**config.mk**
```make
export PLATFORM = sky130hd
export DESIGN_NAME = dhpr_ctrl
export DESIGN_NICKNAME = d
export VERILOG_FILES = /design/src/hdl/dhpr_pkg.sv /design/src/hdl/dhpr_ctrl.sv
export VERILOG_INCLUDE_DIRS = /design/src /design/src/hdl
export SDC_FILE = /design/constraint.sdc
export NUM_CORES = 1
export LEC_CHECK = 0
export BUFFER_PORTS_ARGS = -buffer_cell sky130_fd_sc_hd__clkbuf_2
export CAP_MARGIN = 10
export CELL_PAD_IN_SITES_DETAIL_PLACEMENT = 1
export CELL_PAD_IN_SITES_GLOBAL_PLACEMENT = 1
export CORE_ASPECT_RATIO = 0.5
export CORE_UTILIZATION = 25
export DETAILED_ROUTE_END_ITERATION = 12
export MAX_ROUTING_LAYER = met4
export PLACE_DENSITY_LB_ADDON = 0.25
export SLEW_MARGIN = 40
export SYNTH_ARGS = -nofsm -noshare
export SYNTH_HDL_FRONTEND = slang
export SYNTH_SLANG_ARGS = --single-unit
```
**constraint.sdc**
```tcl
create_clock -name clk -period 3.1 [get_ports clk]
set_input_delay 0.155 -clock clk [delete_from_list [all_inputs] [get_ports clk]]
set_output_delay 0.155 -clock clk [all_outputs]
set_load 0.02 [all_outputs]
```
**src/hdl/assert_macros.svh**
```systemverilog
// Assertion helpers shared by the RTL modules.
// The modules that use them clock on clk and reset on arst_n.
`ifndef ASSERT_MACROS_SVH
`define ASSERT_MACROS_SVH

// Same-cycle implication.
`define AST_IMP(lbl, ante, cons) \
	lbl: assert property (@(posedge clk) disable iff (!arst_n) (ante) |-> (cons)) \
		else $error("same-cycle implication failed");

// Next-cycle implication.
`define AST_NEXT(lbl, ante, cons) \
	lbl: assert property (@(posedge clk) disable iff (!arst_n) (ante) |=> (cons)) \
		else $error("next-cycle implication failed");

`endif

```
**src/hdl/dhpr_pkg.sv**
```systemverilog
package dhpr_pkg;

	localparam int NUM_BINS   = 255;
	localparam int CNT_W      = 21;
	localparam int PTR_W      = 9;
	localparam int WSUM_W     = 25;
	localparam int ACC_W      = 29;
	localparam int CFG_IDX_W  = 2;
	localparam int CFG_DATA_W = 16;

	localparam logic [CNT_W-1:0] COUNT_MAX = {CNT_W{1'b1}};
	localparam logic [7:0] START_MAX  = 8'd250;
	localparam logic [7:0] START_RST  = 8'd150;
	localparam logic [PTR_W-1:0] START_MIN = 9'd5;
	localparam logic [15:0] LIMIT_RST = 16'd100;
	localparam logic [6:0] SPAN_RST   = 7'd50;

	// Division by 10 and by 100 as multiplication by a rounded-up reciprocal.
	localparam int RECIP_SH  = 28;
	localparam int M10_W     = 25;
	localparam int M100_W    = 22;
	localparam int PROD10_W  = CNT_W + M10_W;
	localparam int PROD100_W = CNT_W + M100_W;
	localparam logic [M10_W-1:0]  M10  = 25'd26843546;
	localparam logic [M100_W-1:0] M100 = 22'd2684355;

	typedef struct packed {
		logic [7:0] pixel;
		logic       last_pixel;
	} dhpr_in_t;

	typedef struct packed {
		logic [7:0] peak_bin;
		logic [7:0] lower_diff;
		logic [6:0] upper_diff;
		logic       found;
		logic       second_found;
	} dhpr_out_t;

	typedef enum logic [CFG_IDX_W-1:0] {
		CFG_START = 2'd0,
		CFG_LIMIT = 2'd1,
		CFG_SPAN  = 2'd2
	} cfg_idx_t;

	typedef enum logic [2:0] {
		P_HOLD   = 3'd0,
		P_DEC    = 3'd1,
		P_INC    = 3'd2,
		P_PIXEL  = 3'd3,
		P_ZERO   = 3'd4,
		P_TOP    = 3'd5,
		P_WALK   = 3'd6,
		P_PEAK   = 3'd7
	} ptr_op_t;

	typedef enum logic [1:0] {
		R_NONE = 2'd0,
		R_ONE  = 2'd1,
		R_TWO  = 2'd2
	} res_kind_t;

	typedef struct packed {
		ptr_op_t   ptr_op;
		logic      ptr_bstart;
		logic      rd_pixel;
		logic      in_take;
		logic      wr_inc;
		logic      wr_zero;
		logic      tot_inc;
		logic      tot_clr;
		logic      tot_load;
		logic      div_load;
		logic      win_shift;
		logic      pk_take;
		logic      min_upd;
		logic      acc_clr;
		logic      acc_add;
		logic      cnt_inc;
		logic      lo_inc;
		logic      bpre_load;
		logic      bpre_dec;
		logic      bflag_shift;
		logic      res_load;
		res_kind_t res_kind;
	} dhpr_cmd_t;

	typedef struct packed {
		logic last;
		logic ptr_zero;
		logic is_pk;
		logic ic_le_start;
		logic ic_is_min;
		logic skip_end;
		logic wsum_gt;
		logic span_done;
		logic below70;
		logic lo_lt_peak;
		logic bhit;
		logic bpre_zero;
		logic bpre_one;
		logic out_free;
	} dhpr_sts_t;

endpackage

```
**src/hdl/dhpr_ctrl.sv**
```systemverilog
`include "assert_macros.svh"

module dhpr_ctrl import dhpr_pkg::*; (
	input  logic      clk,
	input  logic      arst_n,
	input  logic      in_valid,
	output logic      in_ready,
	input  dhpr_sts_t sts,
	output dhpr_cmd_t cmd
);

	typedef enum logic [17:0] {
		S_CLR  = 18'h00001,
		S_IDLE = 18'h00002,
		S_PX   = 18'h00004,
		S_T0   = 18'h00008,
		S_T1   = 18'h00010,
		S_DIV  = 18'h00020,
		S_WW   = 18'h00040,
		S_WU   = 18'h00080,
		S_UP0  = 18'h00100,
		S_UW   = 18'h00200,
		S_UU   = 18'h00400,
		S_A    = 18'h00800,
		S_AW   = 18'h01000,
		S_AU   = 18'h02000,
		S_BW   = 18'h04000,
		S_BU   = 18'h08000,
		S_BC   = 18'h10000,
		S_OUT  = 18'h20000
	} state_t;

	typedef enum logic [3:0] {
		PH_MAIN   = 4'b0001,
		PH_SKIP   = 4'b0010,
		PH_DENSE  = 4'b0100,
		PH_SECOND = 4'b1000
	} phase_t;

	state_t state_q, state_d;
	phase_t phase_q, phase_d;
	res_kind_t kind_q, kind_d;
	logic take;

	always_ff @(posedge clk or negedge arst_n) begin
		if (!arst_n) begin
			state_q <= S_CLR;
			phase_q <= PH_MAIN;
			kind_q <= R_NONE;
		end else begin
			state_q <= state_d;
			phase_q <= phase_d;
			kind_q <= kind_d;
		end
	end

	assign in_ready = (state_q == S_IDLE);
	assign take = (phase_q == PH_MAIN) && sts.ic_le_start && sts.is_pk;

	always_comb begin
		cmd = '0;
		state_d = state_q;
		phase_d = phase_q;
		kind_d = kind_q;
		case (state_q)
			S_CLR: begin
				cmd.wr_zero = 1'b1;
				cmd.ptr_op = P_DEC;
				if (sts.ptr_zero) begin
					state_d = S_IDLE;
				end
			end
			S_IDLE: begin
				cmd.rd_pixel = 1'b1;
				if (in_valid) begin
					cmd.ptr_op = P_PIXEL;
					cmd.in_take = 1'b1;
					state_d = S_PX;
				end
			end
			S_PX: begin
				cmd.wr_inc = 1'b1;
				cmd.tot_inc = 1'b1;
				if (sts.last) begin
					cmd.ptr_op = P_ZERO;
					state_d = S_T0;
				end else begin
					state_d = S_IDLE;
				end
			end
			S_T0: state_d = S_T1;
			S_T1: begin
				cmd.tot_load = 1'b1;
				state_d = S_DIV;
			end
			S_DIV: begin
				cmd.div_load = 1'b1;
				cmd.ptr_op = P_WALK;
				phase_d = PH_MAIN;
				state_d = S_WW;
			end
			S_WW: begin
				cmd.pk_take = take;
				cmd.min_upd = (phase_q != PH_MAIN);
				case (phase_q)
					PH_MAIN: if (take) phase_d = PH_SKIP;
					PH_SKIP: if (sts.skip_end) phase_d = PH_DENSE;
					PH_DENSE: if (!sts.wsum_gt) phase_d = PH_SECOND;
					default: ;
				endcase
				if (phase_q == PH_SECOND && sts.is_pk) begin
					kind_d = R_TWO;
					state_d = S_OUT;
				end else if (sts.ic_is_min) begin
					if (phase_q == PH_MAIN && !take) begin
						kind_d = R_NONE;
						state_d = S_OUT;
					end else begin
						state_d = S_UP0;
					end
				end else begin
					state_d = S_WU;
				end
			end
			S_WU: begin
				cmd.win_shift = 1'b1;
				cmd.ptr_op = P_DEC;
				state_d = S_WW;
			end
			S_UP0: begin
				cmd.ptr_op = P_PEAK;
				cmd.acc_clr = 1'b1;
				state_d = S_UW;
			end
			S_UW: state_d = S_UU;
			S_UU: begin
				cmd.acc_add = 1'b1;
				if (sts.span_done) begin
					cmd.ptr_op = P_PEAK;
					state_d = S_A;
				end else begin
					cmd.ptr_op = P_INC;
					cmd.cnt_inc = 1'b1;
					state_d = S_UW;
				end
			end
			S_A: begin
				if (sts.below70 && sts.lo_lt_peak) begin
					cmd.lo_inc = 1'b1;
					cmd.ptr_op = P_DEC;
					state_d = S_AW;
				end else begin
					cmd.ptr_bstart = 1'b1;
					cmd.bpre_load = 1'b1;
					state_d = S_BW;
				end
			end
			S_AW: state_d = S_AU;
			S_AU: begin
				cmd.acc_add = 1'b1;
				state_d = S_A;
			end
			S_BW: state_d = S_BU;
			S_BU: begin
				cmd.bflag_shift = 1'b1;
				if (sts.bpre_zero && sts.bhit) begin
					kind_d = R_ONE;
					state_d = S_OUT;
				end else begin
					cmd.bpre_dec = !sts.bpre_zero;
					state_d = S_BC;
				end
			end
			S_BC: begin
				if (sts.bpre_one) begin
					cmd.ptr_op = P_DEC;
					state_d = S_BW;
				end else if (sts.lo_lt_peak) begin
					cmd.lo_inc = 1'b1;
					cmd.ptr_op = P_DEC;
					state_d = S_BW;
				end else begin
					kind_d = R_ONE;
					state_d = S_OUT;
				end
			end
			S_OUT: begin
				if (sts.out_free) begin
					cmd.res_load = 1'b1;
					cmd.res_kind = kind_q;
					cmd.ptr_op = P_TOP;
					cmd.tot_clr = 1'b1;
					phase_d = PH_MAIN;
					state_d = S_CLR;
				end
			end
			default: state_d = S_CLR;
		endcase
	end

	`AST_NEXT(a_out_to_clr, state_q == S_OUT && sts.out_free, state_q == S_CLR)
	`AST_IMP(a_phase_idle, state_q == S_IDLE || state_q == S_PX, phase_q == PH_MAIN)
	`AST_NEXT(a_px_next, state_q == S_PX, state_q == S_IDLE || state_q == S_T0)

endmodule

```
---- Word level (Yosys, flattened, before mapping) ----
Cells that the tools add are included.
word-level totals
  register bits ........................... 24
  input port bits ......................... 17
  output and inout bits ................... 26
operators by class
  equality and inequality tests ........... 35
  muxes and demuxes ....................... 58
  reductions and logical operators ........ 16
operators with widths
  operator                                                                  count
  18-bit case mux with 17 select lines                                      1
  18-bit 2-to-1 mux                                                         9
  3-bit case mux with 9 select lines                                        1
  4-bit case mux with 3 select lines                                        2
  1-bit 2-to-1 mux                                                          21
  2-bit 2-to-1 mux                                                          10
  4-bit 2-to-1 mux                                                          5
  18-bit by 1-bit equality test with 1-bit output (second input constant)   1
  18-bit by 10-bit equality test with 1-bit output (second input constant)  1
  18-bit by 11-bit equality test with 1-bit output (second input constant)  1
  18-bit by 12-bit equality test with 1-bit output (second input constant)  1
  18-bit by 13-bit equality test with 1-bit output (second input constant)  1
  18-bit by 14-bit equality test with 1-bit output (second input constant)  1
  18-bit by 15-bit equality test with 1-bit output (second input constant)  1
  18-bit by 16-bit equality test with 1-bit output (second input constant)  1
  18-bit by 17-bit equality test with 1-bit output (second input constant)  1
  18-bit equality test (second input constant)                              1
  18-bit by 2-bit equality test with 1-bit output (second input constant)   1
  18-bit by 3-bit equality test with 1-bit output (second input constant)   1
  18-bit by 4-bit equality test with 1-bit output (second input constant)   1
  18-bit by 5-bit equality test with 1-bit output (second input constant)   1
  18-bit by 6-bit equality test with 1-bit output (second input constant)   1
  18-bit by 7-bit equality test with 1-bit output (second input constant)   1
  18-bit by 8-bit equality test with 1-bit output (second input constant)   1
  other kinds (20)                                                          43

---- Depth between registers and ports, before layout ----
  depth after elaboration ................. 9
  mapped depth ............................ 7

---- Worst setup path after synthesis ----
No wires, ideal clock.
  path kind ............................... flip-flop to output port
  start ................................... register state_q[5]
  end ..................................... output port cmd[24] (netlist name)
  data arrival time ....................... 2594 ps
  data required time ...................... 2945 ps
  slack ................................... 351 ps
  stages on the path, launching flop included .. 6
  path through ............................ dfrtp_1 or4_1 or2_2 nor4_1 nand2_1 nand3_1
RTL lines
  item                    RTL line         RTL
  from (decl)             dhpr_ctrl.sv:40  state_t state_q, state_d;
  from (signal assigned)  dhpr_ctrl.sv:51  state_q <= state_d;
  to (decl)               dhpr_ctrl.sv:9   output dhpr_cmd_t cmd

==> impl_metrics.env <==
export IMPL_status="finished, final reports clean"
export IMPL_die_x_um=116.7
export IMPL_slowest_delay_ps=720
export IMPL_fin_setup_tns_ps=0
export IMPL_max_freq_ghz=0.3416
export IMPL_holdCritStartpoint="sts[12]"
export IMPL_synth_seq_area_share=0.3668
export IMPL_dp_hpwl_um=4039
export IMPL_clk_path_buf_depth=2
export IMPL_ys_seq_elements=24
export IMPL_synth_compound_area_frac=0.1416
export IMPL_overflow=0
export IMPL_rsz0062_at_grt="no"
export IMPL_required_ps=2940
export IMPL_layout_nets=255
export IMPL_met3_usage=0.03170
export IMPL_dr_pass1_iters=4
export IMPL_yosys_cell_types_count=54
export IMPL_area_delta_synth_final_pct=23.52
export IMPL_yosys_area_share_xor_xnor=0.01598
export IMPL_hold_viol_final=0
export IMPL_fin_crit_sh=0.9443
export IMPL_numCtsBuffers=3
export IMPL_arrival_ps=2770
export IMPL_slew_viol_final=0
export IMPL_slowest_stage="or4_1"
export IMPL_setup_viol=0
export IMPL_synthMuxAreaShare=0
export IMPL_htree_num_levels=1
export IMPL_hold_slack_ps=76.52
export IMPL_stdcell_count=325
export IMPL_yosysWarnings=0
export IMPL_p_leak_nw=1.047
export IMPL_diodes=0
export IMPL_vias_per_cell=5.132
export IMPL_p_per_area_nw_per_um2=568.8
export IMPL_grt_use_total=0.1626
export IMPL_num_rows=20
export IMPL_cts_tree="done"
export IMPL_irDropWorstVdd_mv=0.1362
export IMPL_reg2reg_from="state_q[2]"
export IMPL_critPathLaunch="state_q[2]"
export IMPL_start_util=0.2649
export IMPL_antenna_found_initial=0
export IMPL_tightestPinTransition_ps=634.2
export IMPL_avgSynthCellArea_um2=8.262
export IMPL_yosysTopAreaCellShare=0.3349
export IMPL_synth_edf_count=0
export IMPL_fin_skew_ps=5.081
export IMPL_async_flop_share=1.000
export IMPL_post_route_cells_drive_above_1_share=0.2363
export IMPL_core_area_um2=6206
export IMPL_worstPathMaxFanout=8
export IMPL_cts_num_sinks=24
export IMPL_total_power_w=0.001155
export IMPL_cap_violations=0
export IMPL_grt_max_degree=25
export IMPL_grt_util_met1=0.2227
export IMPL_worstSetupPathType="reg2out"
export IMPL_drt_iter0_drc=76
export IMPL_place_congestion=0.8541
export IMPL_io_pins=43
export IMPL_yosys_top_cells_area="dfrtp_1 (33%), inv_1 (4.1%), nor3_1 (4.0%)"
export IMPL_path_cells="or4_1 -> or4b_4 -> or2_0 -> nor3_1 -> clkbuf_2"
export IMPL_dieArea_um2=6924
export IMPL_path_clk_slew_ps=70
export IMPL_busiest_layer="met2"
export IMPL_synthSimpleGateAreaFrac=0.4003
export IMPL_wl_per_cell_um=15.63
export IMPL_yosysTopAreaCell="dfrtp_1"
export IMPL_worstHoldPathType="in2reg"
export IMPL_synthesis_nets=216
export IMPL_vias=1668
export IMPL_endpoint_kind="output pin"
export IMPL_grt_pass1_wl_um=8121
export IMPL_slew_headroom=0.5772
export IMPL_drc=0
export IMPL_grt_met2_usage=0.2536
export IMPL_setup_worst_path_start_class="flop"
export IMPL_ant_nets=0
export IMPL_fin_crit_ps=2927
export IMPL_synth_top_family_by_area="simple AND/OR/NAND/NOR gates"
export IMPL_postSynthCellCount=199
export IMPL_clk_latency_ps=260
export IMPL_yosys_area_share_adder=0
export IMPL_die_height_um=59.34
export IMPL_grt_pass1_vias=1595
export IMPL_place_inst=320
export IMPL_routed_wirelength_um=5080
export IMPL_port_buffers=42
export IMPL_cts_root_buf="clkbuf_16"
export IMPL_syn_cell_area_um2=1644
export IMPL_synth_main_ff_cell="dfrtp_1"
==> stage by stage <==
step                cell area, um^2  worst slack [ps]    util
global route                   2031             7.534  0.3272
CTS                            2031             179.5  0.3272
finish                         2031             172.6  0.3272
detailed placement             1916             474.9  0.3087
global placement               1916             530.6  0.3087
floorplan                      1644             350.9       -
==> final cells by class <==
class,instances,area (um^2)
Multi-Input combinational cell,147,917.1
Clock inverter,1,30.03
Clock buffer,3,75.07
Tap cell,88,110.1
Sequential cell,24,603.1
Inverter,18,67.56
Fill cell,764,4175
Timing Repair Buffer,44,227.7
==> power breakdown <==
part	internal [W]	switching, W
registers	0.000344	0.0000338
logic	0.000150	0.000253
clock network	0.000257	0.000117
total	0.000752	0.000404
==> Yosys cell counts (2+ instances only) <==
| library cell | number |
|---|---|
| dfrtp_1 | 22 |
| and3b_1 | 2 |
| nor4b_1 | 3 |
| a21oi_1 | 5 |
| nand4b_1 | 2 |
| nor2_1 | 14 |
| o2111ai_1 | 3 |
| buf_2 | 3 |
| buf_4 | 4 |
| nand2b_1 | 9 |
| o41ai_1 | 2 |
| clkbuf_1 | 3 |
| or3_1 | 5 |
| o21ai_1 | 2 |
| dfstp_2 | 2 |
| xnor2_1 | 2 |
| a21boi_0 | 2 |
| or4_1 | 4 |
| nand2_1 | 14 |
| nand3_1 | 10 |
| nand4_1 | 8 |
| and3_1 | 4 |
| or2_2 | 2 |
| o21ai_0 | 2 |
| and2_1 | 4 |
| nor2b_1 | 3 |
| nor4_1 | 5 |
| o21a_1 | 2 |
| inv_1 | 18 |
| nor3_1 | 13 |
| o22ai_1 | 2 |
==> registers in the layout, summed over array words and instances, names as in the netlist <==
register and count:
state_q 18, kind_q 2, phase_q 4
==> logic make-up (layout without fill, tap and decap cells) <==
kind of cell,count (synthesis),after routing
flops,24,24
xor+xnor,3,3
buf+inv,28,66
simple gates,112,112
compound gates,32,32
==> worst max-delay path: cells and delay by family, from the launching register on <==
kind                   cells  cell delay, ps
buffers and inverters      1             200
AND/OR/NAND/NOR            4            1860
flip-flops                 1             440
==> per-layer routing <==
metal  vias up  wire, um
met5         -         0
met4         0        40
met3         4       137
met2        26      2328
met1       835      2574
li1        803         -
==> final timing paths <==
check                           slack [ps]     endpoint  cells after the start
worst max-delay path                   170      cmd[11]                      5
worst min-delay path                    80   state_q[0]                      2
worst max register to register         460    kind_q[1]                      5
worst min register to register         500    kind_q[1]                      1
max in group asynchronous             2230  state_q[15]                      2
min in group asynchronous              450   phase_q[1]                      2
==> cell usage in the layout (no fill, tap or decap), types with 2 or more instances in the layout <==
cell type  count
a21boi_0       2
a21oi_1        5
and2_1         4
and3_1         4
and3b_1        2
clkbuf_16      3
clkbuf_2      42
dfrtp_1       22
dfstp_2        2
inv_1         18
nand2_1       14
nand2b_1       9
nand3_1       10
nand4_1        8
nand4b_1       2
nor2_1        14
nor2b_1        3
nor3_1        13
nor4_1         5
nor4b_1        3
o2111ai_1      3
o21a_1         2
o21ai_0        2
o21ai_1        2
o22ai_1        2
o41ai_1        2
or2_2          2
or3_1          5
or4_1          4
xnor2_1        2
==> repair_timing <==
action                                 in CTS  in global routing
endpoints found under the hold margin      22                  0
resized for setup                           0                  0
setup buffers                               0                  0
hold buffers                                1                  0
(Power assumes the default switching activity.)
